`src/rrva_pkg.sv`:
```
// shared constants and controller/datapath interface types of the voice allocator
// no dependencies
`default_nettype none

package rrva_pkg;

    localparam int NUM_VOICES  = 12;
    localparam int NUM_GROUPS  = 12;
    localparam int VOICE_W     = 4;
    localparam int GROUP_W     = 4;
    localparam int PORT_W      = 2;
    localparam int CHANNEL_W   = 4;
    localparam int KEY_W       = 7;
    localparam int TRIG_W      = 13;
    localparam int MAP_NIB_W   = 4;
    localparam int MAP_W       = 48;
    localparam int LEGATO_W    = 12;
    localparam int CFG_IDX_W   = 1;

    // register indexes of the configuration port
    localparam logic [CFG_IDX_W-1:0] CFG_VOICE_GROUP_MAP = 1'b0;
    localparam logic [CFG_IDX_W-1:0] CFG_LEGATO_GROUPS   = 1'b1;

    // action codes
    localparam logic ACT_ASSIGN = 1'b0;
    localparam logic ACT_WRITE  = 1'b1;

    // controller to datapath commands
    typedef struct packed {
        logic load;
        logic write_entry;
        logic init_scan;
        logic step;
        logic grant;
        logic steal;
        logic emit;
        logic emit_zero;
    } rrva_cmd_t;

    // datapath to controller status
    typedef struct packed {
        logic is_write;
        logic group_bad;
        logic match1;
        logic match2;
        logic last_step;
    } rrva_status_t;

endpackage

`default_nettype wire

```
`src/rrva_ctrl.sv`:
```
// sequencing controller of the voice allocator: setup, first pass, second pass
// depends on rrva_pkg
`default_nettype none

module rrva_ctrl
    import rrva_pkg::*;
(
    input  wire logic         clk,
    input  wire logic         rst_n,
    input  wire logic         start,
    input  wire rrva_status_t status,
    output rrva_cmd_t         cmd,
    output logic              busy,
    output logic              done
);

    typedef enum logic [1:0] {
        ST_IDLE,
        ST_SETUP,
        ST_PASS1,
        ST_PASS2
    } state_t;

    state_t state_reg, state_next;
    logic   busy_reg, busy_next;
    logic   done_reg, done_next;

    // next state and command decode
    always_comb
    begin
        state_next = state_reg;
        cmd        = '0;
        unique case (state_reg)
            ST_IDLE:
            begin
                if (start)
                begin
                    cmd.load   = 1'b1;
                    state_next = ST_SETUP;
                end
            end
            ST_SETUP:
            begin
                if (status.is_write)
                begin
                    cmd.write_entry = 1'b1;
                    cmd.emit        = 1'b1;
                    cmd.emit_zero   = 1'b1;
                    state_next      = ST_IDLE;
                end
                else if (status.group_bad)
                begin
                    cmd.emit   = 1'b1;
                    state_next = ST_IDLE;
                end
                else
                begin
                    cmd.init_scan = 1'b1;
                    state_next    = ST_PASS1;
                end
            end
            ST_PASS1:
            begin
                if (status.match1)
                begin
                    cmd.grant  = 1'b1;
                    cmd.emit   = 1'b1;
                    state_next = ST_IDLE;
                end
                else
                begin
                    cmd.step = 1'b1;
                    if (status.last_step)
                    begin
                        state_next = ST_PASS2;
                    end
                end
            end
            ST_PASS2:
            begin
                if (status.match2)
                begin
                    cmd.grant  = 1'b1;
                    cmd.steal  = 1'b1;
                    cmd.emit   = 1'b1;
                    state_next = ST_IDLE;
                end
                else if (status.last_step)
                begin
                    cmd.emit   = 1'b1;
                    state_next = ST_IDLE;
                end
                else
                begin
                    cmd.step = 1'b1;
                end
            end
            default:
            begin
                state_next = ST_IDLE;
            end
        endcase
        busy_next = (state_next != ST_IDLE);
        done_next = cmd.emit;
    end

    // state and registered handshake outputs
    always_ff @(posedge clk or negedge rst_n)
    begin
        if (!rst_n)
        begin
            state_reg <= ST_IDLE;
            busy_reg  <= 1'b0;
            done_reg  <= 1'b0;
        end
        else
        begin
            state_reg <= state_next;
            busy_reg  <= busy_next;
            done_reg  <= done_next;
        end
    end

    assign busy = busy_reg;
    assign done = done_reg;

endmodule

`default_nettype wire

```
`src/rrva_datapath.sv`:
```
// voice table, per-group round-robin pointers, scan pointer and result registers
// depends on rrva_pkg
`default_nettype none

module rrva_datapath
    import rrva_pkg::*;
(
    input  wire logic                 clk,
    input  wire logic                 rst_n,
    input  wire rrva_cmd_t            cmd,
    output rrva_status_t              status,
    input  wire logic                 action,
    input  wire logic [GROUP_W-1:0]   group,
    input  wire logic [PORT_W-1:0]    port,
    input  wire logic [CHANNEL_W-1:0] channel,
    input  wire logic [KEY_W-1:0]     key,
    input  wire logic [VOICE_W-1:0]   voice_index,
    input  wire logic                 entry_assigned,
    input  wire logic                 entry_held,
    input  wire logic [TRIG_W-1:0]    entry_trigger,
    input  wire logic                 cfg_we,
    input  wire logic [CFG_IDX_W-1:0] cfg_index,
    input  wire logic [MAP_W-1:0]     cfg_data,
    output logic                      granted,
    output logic [VOICE_W-1:0]        chosen_voice,
    output logic [TRIG_W-1:0]         trigger,
    output logic [KEY_W-1:0]          note_key,
    output logic                      stolen,
    output logic                      legato
);

    // configuration registers
    logic [MAP_W-1:0]    group_map_reg;
    logic [LEGATO_W-1:0] legato_reg;

    // captured transaction
    logic                 action_reg;
    logic [GROUP_W-1:0]   group_reg;
    logic [TRIG_W-1:0]    trig_reg;
    logic [KEY_W-1:0]     key_reg;
    logic [VOICE_W-1:0]   vidx_reg;
    logic                 ent_assigned_reg;
    logic                 ent_held_reg;
    logic [TRIG_W-1:0]    ent_trig_reg;

    // voice table and per-group last voice
    logic                 assigned_reg [NUM_VOICES];
    logic                 held_reg     [NUM_VOICES];
    logic [TRIG_W-1:0]    vtrig_reg    [NUM_VOICES];
    logic [VOICE_W-1:0]   last_voice_reg [NUM_GROUPS];

    // scan pointer and step count
    logic [VOICE_W-1:0]   vp_reg, vp_next;
    logic [VOICE_W-1:0]   count_reg;

    // result registers
    logic                 granted_reg;
    logic [VOICE_W-1:0]   chosen_reg;
    logic [TRIG_W-1:0]    trigger_reg;
    logic [KEY_W-1:0]     note_key_reg;
    logic                 stolen_reg;
    logic                 legato_out_reg;

    logic [MAP_NIB_W-1:0] owner_arr [NUM_VOICES];
    logic [MAP_NIB_W-1:0] owner;
    logic [GROUP_W:0]     want_wide;
    logic [VOICE_W:0]     lv_inc;
    logic [VOICE_W:0]     vp_inc;
    logic [VOICE_W-1:0]   start_ptr;
    logic                 owned;
    logic                 leg_cond;
    logic                 vidx_ok;

    // owner nibble of each voice
    always_comb
    begin
        for (int v = 0; v < NUM_VOICES; v++)
        begin
            owner_arr[v] = group_map_reg[v*MAP_NIB_W +: MAP_NIB_W];
        end
    end

    assign owner     = owner_arr[vp_reg];
    assign want_wide = {1'b0, group_reg} + (GROUP_W+1)'(1);
    assign owned     = (owner == want_wide[MAP_NIB_W-1:0]);

    // round-robin start after the group's last voice, and the wrapping step
    assign lv_inc    = {1'b0, last_voice_reg[group_reg]} + (VOICE_W+1)'(1);
    assign start_ptr = (lv_inc > (VOICE_W+1)'(NUM_VOICES - 1)) ? '0 : lv_inc[VOICE_W-1:0];
    assign vp_inc    = {1'b0, vp_reg} + (VOICE_W+1)'(1);
    assign vp_next   = (vp_inc > (VOICE_W+1)'(NUM_VOICES - 1)) ? '0 : vp_inc[VOICE_W-1:0];

    assign leg_cond  = legato_reg[group_reg] && assigned_reg[vp_reg]
                       && (vtrig_reg[vp_reg] != trig_reg);
    assign vidx_ok   = ({1'b0, vidx_reg} < (VOICE_W+1)'(NUM_VOICES));

    // status toward the controller
    always_comb
    begin
        status.is_write  = (action_reg == ACT_WRITE);
        status.group_bad = (group_reg > GROUP_W'(NUM_GROUPS - 1));
        status.match1    = owned && !assigned_reg[vp_reg];
        status.match2    = owned && (!assigned_reg[vp_reg] || !held_reg[vp_reg]);
        status.last_step = (count_reg == VOICE_W'(NUM_VOICES - 1));
    end

    // configuration writes
    always_ff @(posedge clk or negedge rst_n)
    begin
        if (!rst_n)
        begin
            group_map_reg <= '0;
            legato_reg    <= '0;
        end
        else if (cfg_we)
        begin
            unique case (cfg_index)
                CFG_VOICE_GROUP_MAP: group_map_reg <= cfg_data;
                CFG_LEGATO_GROUPS:   legato_reg    <= cfg_data[LEGATO_W-1:0];
                default:             ;
            endcase
        end
    end

    // transaction capture
    always_ff @(posedge clk)
    begin
        if (cmd.load)
        begin
            action_reg       <= action;
            group_reg        <= group;
            trig_reg         <= {port, channel, key};
            key_reg          <= key;
            vidx_reg         <= voice_index;
            ent_assigned_reg <= entry_assigned;
            ent_held_reg     <= entry_held;
            ent_trig_reg     <= entry_trigger;
        end
    end

    // scan pointer and count
    always_ff @(posedge clk or negedge rst_n)
    begin
        if (!rst_n)
        begin
            vp_reg    <= '0;
            count_reg <= '0;
        end
        else if (cmd.init_scan)
        begin
            vp_reg    <= start_ptr;
            count_reg <= '0;
        end
        else if (cmd.step)
        begin
            vp_reg    <= vp_next;
            count_reg <= status.last_step ? '0 : count_reg + VOICE_W'(1);
        end
    end

    // voice table updates from host writes and grants
    always_ff @(posedge clk or negedge rst_n)
    begin
        if (!rst_n)
        begin
            for (int v = 0; v < NUM_VOICES; v++)
            begin
                assigned_reg[v] <= 1'b0;
                held_reg[v]     <= 1'b0;
                vtrig_reg[v]    <= '0;
            end
            for (int g = 0; g < NUM_GROUPS; g++)
            begin
                last_voice_reg[g] <= '0;
            end
        end
        else if (cmd.write_entry)
        begin
            if (vidx_ok)
            begin
                assigned_reg[vidx_reg] <= ent_assigned_reg;
                held_reg[vidx_reg]     <= ent_held_reg;
                vtrig_reg[vidx_reg]    <= ent_trig_reg;
            end
        end
        else if (cmd.grant)
        begin
            assigned_reg[vp_reg]      <= 1'b1;
            held_reg[vp_reg]          <= 1'b1;
            vtrig_reg[vp_reg]         <= trig_reg;
            last_voice_reg[group_reg] <= vp_reg;
        end
    end

    // result registers, loaded once per transaction
    always_ff @(posedge clk)
    begin
        if (cmd.emit)
        begin
            granted_reg    <= cmd.grant;
            chosen_reg     <= cmd.grant ? vp_reg : '0;
            trigger_reg    <= cmd.emit_zero ? '0 : trig_reg;
            note_key_reg   <= cmd.emit_zero ? '0 : key_reg;
            stolen_reg     <= cmd.grant && cmd.steal;
            legato_out_reg <= cmd.grant && cmd.steal && leg_cond;
        end
    end

    assign granted      = granted_reg;
    assign chosen_voice = chosen_reg;
    assign trigger      = trigger_reg;
    assign note_key     = note_key_reg;
    assign stolen       = stolen_reg;
    assign legato       = legato_out_reg;

endmodule

`default_nettype wire

```
`src/round_robin_voice_allocator.sv`:
```
// A voice-entry write or an out-of-range group is settled in the setup state, which raises the registered done.
// A note request checks one voice per cycle, first pass then second pass over 12 voices;
// done is registered from the check that hits, or from the last check of the second pass.
// One transaction at a time; start is taken again in the done cycle.
// Reset: async active low; clears the voice table, group pointers and configuration at once.
// Results are valid for the single done cycle and cannot be stalled.
`default_nettype none

module round_robin_voice_allocator
    import rrva_pkg::*;
(
    input  wire logic                 clk,
    input  wire logic                 rst_n,
    input  wire logic                 start,
    output logic                      busy,
    input  wire logic                 action,
    input  wire logic [GROUP_W-1:0]   group,
    input  wire logic [PORT_W-1:0]    port,
    input  wire logic [CHANNEL_W-1:0] channel,
    input  wire logic [KEY_W-1:0]     key,
    input  wire logic [VOICE_W-1:0]   voice_index,
    input  wire logic                 entry_assigned,
    input  wire logic                 entry_held,
    input  wire logic [TRIG_W-1:0]    entry_trigger,
    input  wire logic                 cfg_valid,
    output logic                      cfg_ready,
    input  wire logic [CFG_IDX_W-1:0] cfg_index,
    input  wire logic [MAP_W-1:0]     cfg_data,
    output logic                      done,
    output logic                      granted,
    output logic [VOICE_W-1:0]        chosen_voice,
    output logic [TRIG_W-1:0]         trigger,
    output logic [KEY_W-1:0]          note_key,
    output logic                      stolen,
    output logic                      legato
);

    rrva_cmd_t    cmd;
    rrva_status_t status;
    logic         start_ok;
    logic         cfg_we;

    // configuration registers take a write in any cycle
    assign cfg_ready = 1'b1;
    assign cfg_we    = cfg_valid && cfg_ready;
    assign start_ok  = start && !busy;

    rrva_ctrl u_ctrl (
        .clk    (clk),
        .rst_n  (rst_n),
        .start  (start_ok),
        .status (status),
        .cmd    (cmd),
        .busy   (busy),
        .done   (done)
    );

    rrva_datapath u_datapath (
        .clk            (clk),
        .rst_n          (rst_n),
        .cmd            (cmd),
        .status         (status),
        .action         (action),
        .group          (group),
        .port           (port),
        .channel        (channel),
        .key            (key),
        .voice_index    (voice_index),
        .entry_assigned (entry_assigned),
        .entry_held     (entry_held),
        .entry_trigger  (entry_trigger),
        .cfg_we         (cfg_we),
        .cfg_index      (cfg_index),
        .cfg_data       (cfg_data),
        .granted        (granted),
        .chosen_voice   (chosen_voice),
        .trigger        (trigger),
        .note_key       (note_key),
        .stolen         (stolen),
        .legato         (legato)
    );

endmodule

`default_nettype wire

```
`config.mk`:
```
export PLATFORM = sky130hd
export DESIGN_NAME = round_robin_voice_allocator
export DESIGN_NICKNAME = d
export VERILOG_FILES = /design/src/rrva_pkg.sv /design/src/rrva_ctrl.sv /design/src/rrva_datapath.sv /design/src/round_robin_voice_allocator.sv
export SDC_FILE = /design/constraint.sdc
export NUM_CORES = 1
export LEC_CHECK = 0
export BUFFER_PORTS_ARGS = -buffer_cell sky130_fd_sc_hd__buf_4
export CORE_UTILIZATION = 45
export DETAILED_ROUTE_END_ITERATION = 7
export PLACE_DENSITY_LB_ADDON = 0.3
export SKIP_CTS_REPAIR_TIMING = 1
export SYNTH_ARGS = -nofsm -noshare
export SYNTH_HDL_FRONTEND = slang
export SYNTH_SLANG_ARGS = --single-unit
```
`constraint.sdc`:
```
create_clock -name clk -period 7 [get_ports clk]
set_clock_uncertainty 0.05 [all_clocks]
set_input_delay 0.35 -clock clk [delete_from_list [all_inputs] [get_ports clk]]
set_output_delay 0.35 -clock clk [all_outputs]
set_load 0.01 [all_outputs]
```
After elaboration in Yosys (flattened, before gate mapping)
Index checks and enable logic that the tools add are counted.

Mux-type cells: 75. $add $sub $neg: 4. Equality and inequality tests: 7. Reductions and logical operators: 22. Bitwise gates (word level): 7. Magnitude comparators: 11.

Operator list (count): 156-bit two-way mux (3); 156-bit bitwise mux (2); 13-bit demux with 4-bit select (2); 12-bit two-way mux (6); 13-bit binary-select mux with 4-bit select (1); 13-bit two-way mux (4); 48-bit bitwise mux (1); 4-bit two-way mux (12); 4-bit binary-select mux with 4-bit select (2); 12-bit bitwise mux (2); 12-bit bitwise OR (2); 1-bit two-way mux (22); 2-bit two-way mux (9); 4-bit demux with 4-bit select (1); 5-bit greater-or-equal comparator (second input constant) (3); 5-bit by 1-bit < comparator with 1-bit output (second input constant) (3); 4-bit NOT with 5-bit output (3); 13-bit inequality test (1); 1-bit binary-select mux with 4-bit select (3); 4-bit by 1-bit adder with 5-bit output (second input constant) (2); 5-bit by 4-bit greater-than comparator with 1-bit output (second input constant) (2); 1-bit logical AND (10); 4-bit by 1-bit adder with 4-bit output (second input constant) (2); 1-bit demux with 4-bit select (2); other kinds (17) (26).

Flip-flop bits (word level): 371. Output and inout port bits: 30.

Logic depth before layout (Yosys ltp)
Gate-level depths: netlist of the first run.

Depth after elaboration: 11. Depth in mapped cells: 14.

Hierarchy
Synthesis of the first run repeated with hierarchy kept, for this count alone.

Cell total of the unflattened synthesis: 1471. Area total of the unflattened synthesis: 17525.6 µm².

Modules (own cells, without submodules): rrva_datapath (instances 1, cells an instance 1442, area each 17234.0 µm²); rrva_ctrl (instances 1, cells an instance 26, area each 266.5 µm²); round_robin_voice_allocator (instances 1, cells an instance 3, area each 25.0 µm²).

Worst setup path before layout of the first run
Ideal clock, no wire load.

Kind: register to register. Start point: register u_ctrl.state_reg[1]. End point: register u_ctrl.busy_reg, in the netlist u_ctrl.busy. Path buffers: 1. Data required time: 6862 ps. Stages on the path, launching flop included: 6. Path slack: 1412 ps. Setup time: 88 ps. Data arrival time: 5449 ps. Cells stage by stage: dfrtp_1 -> clkbuf_1 -> nor4b_1 -> o21bai_1 -> o31ai_1 -> nand3_1.

Word-level cells in the longest chain between the ends: 4. Elaborated cells on any way between the ends: 11.

Ends and longest elaborated chain: from (decl) (RTL line rrva_ctrl.sv:24) `state_t state_reg, state_next;`; from (signal assigned) (RTL line rrva_ctrl.sv:118) `state_reg <= state_next;`; 2-bit two-way mux (on tied branches) (RTL line rrva_ctrl.sv:88, rrva_ctrl.sv:73); 2-bit two-way mux (on tied branches) (RTL line rrva_ctrl.sv:81, rrva_ctrl.sv:64); 2-bit case mux with 4 select lines (*) (RTL line rrva_ctrl.sv:33) `unique case (state_reg)`; 2-bit nonzero test (*) (RTL line rrva_ctrl.sv:103) `busy_next = (state_next != ST_IDLE);`; via u_ctrl.busy_next (RTL line rrva_ctrl.sv:25) `logic busy_reg, busy_next;`; to (signal assigned) (RTL line rrva_ctrl.sv:119) `busy_reg <= busy_next;`; to (decl) (RTL line rrva_ctrl.sv:25).

The timed path passes the listed nets; every way through them passes the cells marked *. A chain may end at the register's enable or synchronous reset.

Final worst setup path of the first run
Start point: register u_datapath.vp_reg[1]. End point: register u_datapath.vtrig_reg[95] in the netlist's numbering.

Word-level cells in the longest chain between the ends: 11. Elaborated cells on any way between the ends: 29.

Ends and longest elaborated chain: from (decl) (RTL line rrva_datapath.sv:53) `logic [VOICE_W-1:0] vp_reg, vp_next;`; from (signal assigned) (RTL line rrva_datapath.sv:151) `vp_reg <= start_ptr;`; from (signal assigned) (RTL line rrva_datapath.sv:156) `vp_reg <= vp_next;`; 4-bit NOT with 5-bit output (implied by the code) (*); branches (longest 10 deep; another with 4-bit binary-select mux with 4-bit select); to (signal, indexed assignment) (RTL line rrva_datapath.sv:183) `vtrig_reg[vidx_reg] <= ent_trig_reg;`; to (signal, indexed assignment) (RTL line rrva_datapath.sv:190) `vtrig_reg[vp_reg] <= trig_reg;`; to (decl) (RTL line rrva_datapath.sv:49) `logic [TRIG_W-1:0] vtrig_reg [NUM_VOICES];`.

Every way passes the cells marked *. The select of a mux whose other input is x is not followed.

==> impl_metrics.py, run 1 <==
metrics = {
    "die": {
        "fp.coreArea_um2": 39800,
        "rows": 73,
        "fp.dieH_um": 203,
        "die_w_um": 203,
        "fp.dieArea_um2": 41300,
        "initial_utilization": 0.457,
        "io_pins": 120,
    },
    "sta": {
        "finalHoldViolCount": 6,
        "drv_slew": 0,
        "grt_setup_unrepaired": "false",
        "fin_setup_tns_ns": 0,
        "worst_slew_pin_slew_ns": 1.49,
        "setup_viol": 0,
        "fmax_mhz": 229,
        "relSlewSlack": 0.00269,
        "fin_hold_ws_ns": -0.00974,
        "min_period_ns": 4.36,
        "fin_crit_sh": 0.623,
    },
    "global_routing": {
        "grt_pass1_wl_mm": 77.4,
        "antenna_found_initial": 1,
        "grt_pass1_vias": 12900,
        "grt_overflow_total": 0,
        "grtUsageTotal": 0.246,
        "grt_max_degree": 140,
    },
    "detailed_routing": {
        "drt_drc_violations_left": 0,
        "ant_nets": 0,
        "viasPerCell": 6.21,
        "routed_wl_mm": 50.3,
        "drtIter0Drc": 1128,
        "post_drt_wl_per_cell_um": 24.6,
        "vias": 12700,
        "first_pass_iters": 5,
    },
    "synthesis": {
        "async_reset_ff_frac": 0.840,
        "ys.flop_type": "dfrtp_1",
        "yosysWarnings": 0,
        "synth_edf_count": 57,
        "synth_nets": 1486,
        "ys_seq_area_frac": 0.506,
        "yosysUniqueCellTypes": 71,
        "synthCells": 1385,
        "ys_ff_latch": 357,
        "syn_area_per_cell_um2": 13.1,
        "synth.most_common_cell": "dfrtp_1",
        "yosysTopAreaCell": "dfrtp_1",
        "synth_top_area_share": 0.412,
        "synthTopCellsByArea": "dfrtp_1 (41%), mux2_2 (15%), edfxtp_1 (9.4%)",
        "yosys-top-cells-count": "dfrtp_1 (300), mux2_2 (244), a22o_1 (93)",
        "netlist_area_um2": 18200,
    },
    "cells_and_area": {
        "design_area_um2": 21200,
        "areaGrowthSynthToFinish_pct": 16.4,
        "largest_reg_flops": 156,
        "antennaDiodeCount": 0,
        "nNetsFinal": 1596,
        "drive_gt1_frac": 0.352,
        "finish.utilization": 0.532,
    },
    "power": {
        "p_leak_nw": 9.26,
        "p_per_area_nw_per_um2": 346,
        "totalPowerFinal_mw": 7.33,
        "vdd_drop_max_mv": 0.202,
    },
    "setup_path": {
        "worstPathCellList": "mux4_2, mux2i_1, mux2_2, nor4b_2, nand4_1, buf_4, o21ai_2, mux2_2",
        "crit_path_frequent_cell": "mux2_2",
        "critPathMaxStageDelay_ns": 0.95,
        "crit_fanout": 37,
        "cp_top_family": "multiplexers",
        "r2r_setup_slack_ns": 2.64,
        "cp_num_buf_inv": 1,
        "worstSetupPathType": "flip-flop to flip-flop",
        "critPathSlowestCell": "o21ai_2",
        "cp.required_ns": 7.38,
        "critPathLaunchType": "flip-flop",
        "critPathCaptureType": "flip-flop",
        "arrival_ns": 4.74,
    },
    "clock_tree": {
        "cts_buffers": 39,
        "clock-sinks": 357,
        "clk_path_buf_depth": 3,
        "clk_latency_ns": 0.55,
        "cts_tree": "yes",
        "path_clk_slew_ns": 0.06,
        "cts_root_buf": "clkbuf_16",
        "htree_levels": 2,
    },
    "place": {
        "dpl.hpwl_mm": 32.2,
        "dpl-instance-area_um2": 19200,
        "gp_congestion": 0.841,
        "port-buffer-count": 118,
    },
    "outcome": {
        "violations": "negative hold slack, max-capacitance violations",
        "outcome": "finished, violations left",
    },
    "min_path": {
        "worstHoldPathType": "primary input to flip-flop",
    },
    "run": {
        "maxCapViolations": 1,
    },
}
## per-stage QoR
step,instances,worst slack [ns]
after detailed placement,1906,2.69
final,2047,2.64
after CTS,1974,2.65
after global placement,1906,2.69
after floorplan,1385,1.41
after global routing,2047,2.44
## placed cells by master (no fill, tap or decap), types with 8 or more instances in the layout
cell,synthesis,routed
and3_1,15,15
clkbuf_1,88,15
nor2b_1,12,11
dfrtp_1,300,298
nand3_1,35,35
mux4_2,71,71
inv_1,27,27
nor4_1,14,14
nor3_1,9,9
edfxtp_1,57,57
mux2i_1,17,17
mux2_2,244,244
and2_1,19,19
o32a_1,10,10
a22o_1,93,93
mux2_4,8,8
clkbuf_16,0,40
o21ai_0,17,17
ha_1,11,11
xnor2_1,13,13
dlygate4sd3_1,0,73
a21oi_1,16,16
nand2_1,78,78
o22a_1,10,10
nor2_1,29,27
a311o_1,13,13
o22ai_1,53,53
buf_4,15,134
## worst reg2reg max path, cell delays in order, from the launching register on
cell,delay [ns]
dfrtp_4,0.83
mux4_2,0.61
mux2i_1,0.16
mux2_2,0.36
nor4b_2,0.39
nand4_1,0.13
buf_4,0.31
o21ai_2,0.97
mux2_2,0.43
## cells by family (layout without fill, tap and decap cells)
group / Yosys count / in the layout / share of synthesized area
flops: 357 / 357 / 0.506
mux: 344 / 344 / 0.257
compound gates: 255 / 255 / 0.112
simple gates: 230 / 230 / 0.0634
buf+inv: 169 / 306 / 0.0444
xor+xnor: 18 / 18 / 0.00866
fa+ha+maj: 11 / 11 / 0.00756
other cells: 1 / 1 / 0.000206
## metal layers
metal  vias up  part of all wire  global-route usage
li1       5455                 -                   -
met4         0             0.029              0.0806
met2       567              0.47               0.389
met1      6587              0.43               0.348
met3        99             0.072              0.0385
met5         -                 0                   0
## cell type report
| class | instances | area, um2 |
|---|---|---|
| Sequential cell | 357 | 9230 |
| Multi-Input combinational cell | 859 | 8200 |
| Clock inverter | 9 | 105 |
| Timing Repair Buffer | 209 | 1770 |
| Fill cell | 3372 | 18600 |
| Tap cell | 525 | 657 |
| Inverter | 29 | 114 |
| Clock buffer | 59 | 1110 |
## power breakdown
part	switching, mW	leakage [nW]	internal (mW)
Sequential	0.460	4.53	2.60
Clock	0.836	0.592	1.17
Combinational	1.22	4.14	1.05
## final timing paths
check,from,endpoint,depth (start not counted)
worst max-delay path,u_datapath.vp_reg[1],u_datapath.vtrig_reg[95],8
worst min-delay path,cfg_data[23],u_datapath.group_map_reg[23],2
worst max register to register,u_datapath.vp_reg[1],u_datapath.vtrig_reg[95],8
worst min register to register,u_datapath.vtrig_reg[37],u_datapath.vtrig_reg[37],1
max in group asynchronous,rst_n,u_datapath.vtrig_reg[57],3
min in group asynchronous,rst_n,u_ctrl.done,2
(Power assumes the default switching activity.)
==> run 2: changes to the inputs <==
clock period = 3.5 ns   (was 7 ns; I/O delays follow)
==> impl_metrics.py, run 2 (synthesis gave the netlist of run 1 again) <==
metrics = {
    "outcome": {
        "outcome": "finished clean",
    },
    "sta": {
        "relSlewSlack": 0.445,
        "fmax_mhz": 297,
        "worst_slew_pin_slew_ns": 0.833,
        "min_period_ns": 3.36,
        "drv_slew": 0,
        "fin_crit_sh": 0.961,
        "grt_setup_unrepaired": "true",
        "fin_setup_tns_ns": 0,
        "finalHoldViolCount": 0,
        "worst_slack_ns": 0.137,
        "setup_viol": 0,
    },
    "die": {
        "die_w_um": 203,
        "initial_utilization": 0.457,
        "rows": 73,
        "fp.dieH_um": 203,
        "fp.coreArea_um2": 39800,
        "io_pins": 120,
        "fp.dieArea_um2": 41300,
    },
    "cells_and_area": {
        "largest_reg_flops": 156,
        "layout_commonest_cell": "dfrtp_1",
        "design_area_um2": 22200,
        "layout_common_cells": "dfrtp_1 (298), mux2_2 (244), buf_4 (183)",
        "areaGrowthSynthToFinish_pct": 22.2,
        "nNetsFinal": 1680,
        "antennaDiodeCount": 0,
        "drive_gt1_frac": 0.382,
    },
    "power": {
        "p_leak_nw": 9.83,
        "vdd_drop_max_mv": 0.419,
        "p_per_area_nw_per_um2": 694,
    },
    "setup_path": {
        "worstSetupPathType": "flip-flop to flip-flop",
        "critPathMaxStageDelay_ns": 0.51,
        "critPathCaptureType": "flip-flop",
        "crit_fanout": 17,
        "reg2reg_from": "u_datapath.vp_reg[1]",
        "worstPathCellList": "buf_4, mux4_2, mux2_2, a221oi_2, nor4b_4, nand4_1, buf_12, inv_6, a31oi_4, buf_12, mux2_2",
        "arrival_ns": 3.77,
        "r2r_setup_slack_ns": 0.14,
        "cp.required_ns": 3.91,
        "critPathLaunchType": "flip-flop",
        "rr_worst_depth": 11,
        "r2r-end": "u_datapath.vtrig_reg[108]",
        "critPathSlowestCell": "mux4_2",
    },
    "clock_tree": {
        "cts_buffers": 41,
        "htree_levels": 2,
        "clk_path_buf_depth": 3,
        "path_clk_slew_ns": 0.06,
        "clock-sinks": 357,
        "clk_latency_ns": 0.57,
        "cts_root_buf": "clkbuf_16",
        "cts_tree": "yes",
    },
    "global_routing": {
        "grt_pass1_vias": 13200,
        "grt_pass1_wl_mm": 78.6,
        "grt_overflow_total": 0,
        "grtUsageTotal": 0.250,
        "grt_max_degree": 102,
        "antenna_found_initial": 0,
    },
    "place": {
        "port-buffer-count": 118,
        "dpl-instance-area_um2": 19900,
        "gp_congestion": 0.857,
        "place_ws_ns": 0.114,
        "dpl.hpwl_mm": 33.6,
    },
    "detailed_routing": {
        "post_drt_wl_per_cell_um": 24.3,
        "routed_wl_mm": 51.8,
        "drt_drc_violations_left": 0,
        "drtIter0Drc": 1191,
        "viasPerCell": 6.12,
        "vias": 13100,
        "first_pass_iters": 5,
        "ant_nets": 0,
    },
    "min_path": {
        "whs_endpoint": "u_datapath.group_map_reg[0]",
        "worstHoldPathType": "primary input to flip-flop",
        "hp-start": "cfg_index",
        "whs_path_depth": 3,
    },
    "run": {
        "maxCapViolations": 0,
    },
}
-- run 2: metal layers --
| layer | global-route usage | vias to the layer above | wire, um |
|---|---|---|---|
| li1 | - | 5641 | - |
| met1 | 0.345 | 6780 | 21800 |
| met2 | 0.398 | 533 | 24800 |
| met3 | 0.0465 | 115 | 3560 |
| met5 | 0 | - | 0 |
| met4 | 0.0873 | 0 | 1630 |
-- run 2: worst max path at each step --
stage / from / end / cells past startpoint
4_1_cts: u_datapath.group_reg[0] / u_datapath.last_voice_reg[30] / 9
2_1_floorplan: u_datapath.vp_reg[1] / u_datapath.chosen_voice[0] / 8
6_report: u_datapath.vp_reg[1] / u_datapath.vtrig_reg[108] / 11
5_1_grt: u_datapath.vp_reg[1] / u_datapath.vtrig_reg[104] / 11
3_5_place_dp: u_datapath.vp_reg[1] / u_datapath.last_voice_reg[30] / 10
3_3_place_gp: u_datapath.vp_reg[1] / u_datapath.last_voice_reg[6] / 10
-- run 2: worst max-delay path, delay by kind of cell (launching register included) --
kind	cells	cell delay, ns
flops	1	0.46
compound gates	2	0.53
mux	3	1.17
simple gates	2	0.27
buf+inv	4	0.74
-- run 2: final cells by class --
type | instances | area (um2)
Inverter | 29 | 114
Multi-Input combinational cell | 859 | 8220
Clock buffer | 55 | 1140
Sequential cell | 357 | 9230
Clock inverter | 19 | 221
Timing Repair Buffer | 291 | 2680
Tap cell | 525 | 657
Fill cell | 3251 | 17600
-- run 2: metrics by stage --
| step | utilization | power [mW] | instances | hold WS, ns |
|---|---|---|---|---|
| after CTS | 0.534 | 15.3 | 2038 | -0.370 |
| after detailed placement | 0.500 | 10.9 | 1964 | 0.234 |
| after global routing | 0.559 | 16.1 | 2135 | 0.0989 |
| final | 0.559 | 15.4 | 2135 | 0.0879 |
| after floorplan | - | 9.12 | 1385 | -0.171 |
| after global placement | 0.500 | 10.8 | 1964 | 0.230 |
-- run 2: power by group --
group / switching, mW / total (mW) / leakage (nW) / internal (mW)
combinational: 2.70 / 5.10 / 4.63 / 2.40
clock: 1.77 / 4.37 / 0.667 / 2.59
sequential: 0.769 / 5.97 / 4.53 / 5.20
==> run 3: changes to the inputs <==
BUFFER_PORTS_ARGS = unset   (was -buffer_cell sky130_fd_sc_hd__buf_4)
DONT_BUFFER_PORTS = 1   (was unset)
PLACE_DENSITY = 0.69   (was unset)
PLACE_DENSITY_LB_ADDON = unset   (was 0.3)
TNS_END_PERCENT = 5   (was unset)
==> impl_metrics.py, run 3 (synthesis gave the netlist of run 1 again) <==
metrics = {
    "outcome": {
        "outcome": "finished, violations left",
        "violations": "negative hold slack",
    },
    "die": {
        "rows": 73,
        "io_pins": 120,
        "fp.dieH_um": 203,
        "die_w_um": 203,
        "fp.coreArea_um2": 39800,
        "fp.dieArea_um2": 41300,
        "initial_utilization": 0.457,
    },
    "place": {
        "dpl-instance-area_um2": 18900,
        "dpl.hpwl_mm": 33.1,
        "port-buffer-count": 0,
        "gp_congestion": 0.862,
        "place_ws_ns": 0.0856,
    },
    "min_path": {
        "worstHoldPathType": "primary input to asynchronous set/reset pin",
    },
    "setup_path": {
        "arrival_ns": 3.77,
        "worstSetupPathType": "flip-flop to flip-flop",
        "worstPathCellList": "buf_4, mux4_2, mux2_2, a221oi_4, nor4b_4, nand4_1, buf_12, inv_6, a31oi_4, mux2_2",
        "critPathCaptureType": "flip-flop",
        "critPathLaunchType": "flip-flop",
        "crit_path_frequent_cell": "mux2_2",
        "crit_fanout": 15,
        "rr_worst_depth": 10,
        "cp.required_ns": 3.89,
        "critPathMaxStageDelay_ns": 0.60,
        "critPathSlowestCell": "a31oi_4",
    },
    "detailed_routing": {
        "viasPerCell": 6.37,
        "vias": 12700,
        "post_drt_wl_per_cell_um": 25.6,
        "drt_drc_violations_left": 0,
        "drtIter0Drc": 1052,
        "routed_wl_mm": 50.9,
        "highest_layer": "met4",
        "met2_length_mm": 24.9,
        "ant_nets": 0,
        "wl_met1_mm": 20.5,
        "met3RoutedLength_mm": 3.94,
        "first_pass_iters": 5,
    },
    "clock_tree": {
        "clk_latency_ns": 0.56,
        "clock-sinks": 357,
        "clk_path_buf_depth": 3,
        "cts_root_buf": "clkbuf_16",
        "path_clk_slew_ns": 0.06,
        "cts_tree": "yes",
        "htree_levels": 2,
        "cts_buffers": 40,
    },
    "cells_and_area": {
        "largest_reg_flops": 156,
        "nNetsFinal": 1535,
        "design_area_um2": 21100,
        "finish.utilization": 0.530,
        "layout_common_cells": "dfrtp_1 (298), mux2_2 (244), a22o_1 (93)",
        "areaGrowthSynthToFinish_pct": 15.9,
        "drive_gt1_frac": 0.323,
        "layout_commonest_cell": "dfrtp_1",
        "antennaDiodeCount": 0,
    },
    "global_routing": {
        "grt_overflow_total": 0,
        "grt_pass1_wl_mm": 77.9,
        "grt_pass1_vias": 13000,
        "antenna_found_initial": 0,
        "grtUsageTotal": 0.247,
        "grt_max_degree": 301,
    },
    "sta": {
        "grt_setup_unrepaired": "true",
        "fmax_mhz": 295,
        "fin_hold_ws_ns": -0.695,
        "finalHoldViolCount": 300,
        "min_period_ns": 3.39,
        "fin_crit_sh": 0.968,
        "worst_slack_ns": 0.112,
        "relSlewSlack": 0.253,
        "worst_slew_pin_slew_ns": 1.12,
        "drv_slew": 0,
        "setup_viol": 0,
    },
    "power": {
        "pwr-share-comb": 0.311,
        "p_sw_mw": 5.13,
        "p_per_area_nw_per_um2": 710,
        "seq_power_share": 0.408,
        "clockPowerShare": 0.281,
        "vdd_drop_max_mv": 0.511,
        "swShare": 0.342,
        "p_leak_nw": 9.08,
        "power.internal_mw": 9.85,
    },
    "run": {
        "maxCapViolations": 0,
    },
}
-- run 3: changes by cell type in the layout (fill, tap and decap cells not counted), sizes merged --
cell,delta
clkinv,-6
buf,-143
inv,-2
clkbuf,+10
bufinv,-3
-- run 3: power by group through the flow --
stage / logic (mW) / registers [mW] / clock network [mW]
after floorplan: 3.50 / 5.62 / 0
after global placement: 4.36 / 6.11 / 0
after detailed placement: 4.45 / 6.14 / 0
after CTS: 4.49 / 6.08 / 4.29
after global routing: 4.98 / 6.20 / 4.46
final: 4.66 / 6.10 / 4.21
-- run 3: critical path, delay by kind of cell, from the launching register on --
family | cells | cell delay, ns
AOI/OAI and AO/OA | 2 | 0.87
buffers and inverters | 3 | 0.40
DFF | 1 | 0.46
muxes | 3 | 1.22
and+or+nand+nor | 2 | 0.23
-- run 3: path summary, 6_finish.rpt --
check / from / to / slack, ns
max reg2reg: u_datapath.vp_reg[1] / u_datapath.vtrig_reg[105] / 0.11
min in group clk: cfg_index / u_datapath.group_map_reg[0] / 0
min reg2reg: u_datapath.assigned_reg[5] / u_datapath.assigned_reg[5] / 0.43
min: rst_n / u_ctrl.done / -0.69
max in group asynchronous: rst_n / u_datapath.vp_reg[1] / 3.61
max: u_datapath.vp_reg[1] / u_datapath.vtrig_reg[105] / 0.11
-- run 3: per-stage QoR --
step / total power [mW] / hold WS [ns] / setup TNS [ns] / instances
after detailed placement: 10.6 / -0.141 / 0 / 1831
after global routing: 15.6 / -0.723 / -0.00799 / 1991
after floorplan: 9.12 / -0.171 / 0 / 1385
after global placement: 10.5 / -0.142 / 0 / 1831
after CTS: 14.9 / -0.721 / 0 / 1905
final: 15.0 / -0.695 / 0 / 1991
-- run 3: layout make-up --
type                            count  area, um2
Multi-Input combinational cell    859       8240
Timing Repair Buffer              147       1540
Inverter                           29        114
Clock inverter                      8       80.1
Sequential cell                   357       9230
Clock buffer                       66       1240
Fill cell                        3373      18700
Tap cell                          525        657
-- run 3: routing by layer --
metal / GRT usage / vias to the layer above
met5: 0 / -
met4: 0.0972 / 0
met3: 0.0518 / 106
met2: 0.396 / 614
met1: 0.331 / 6619
li1: - / 5345
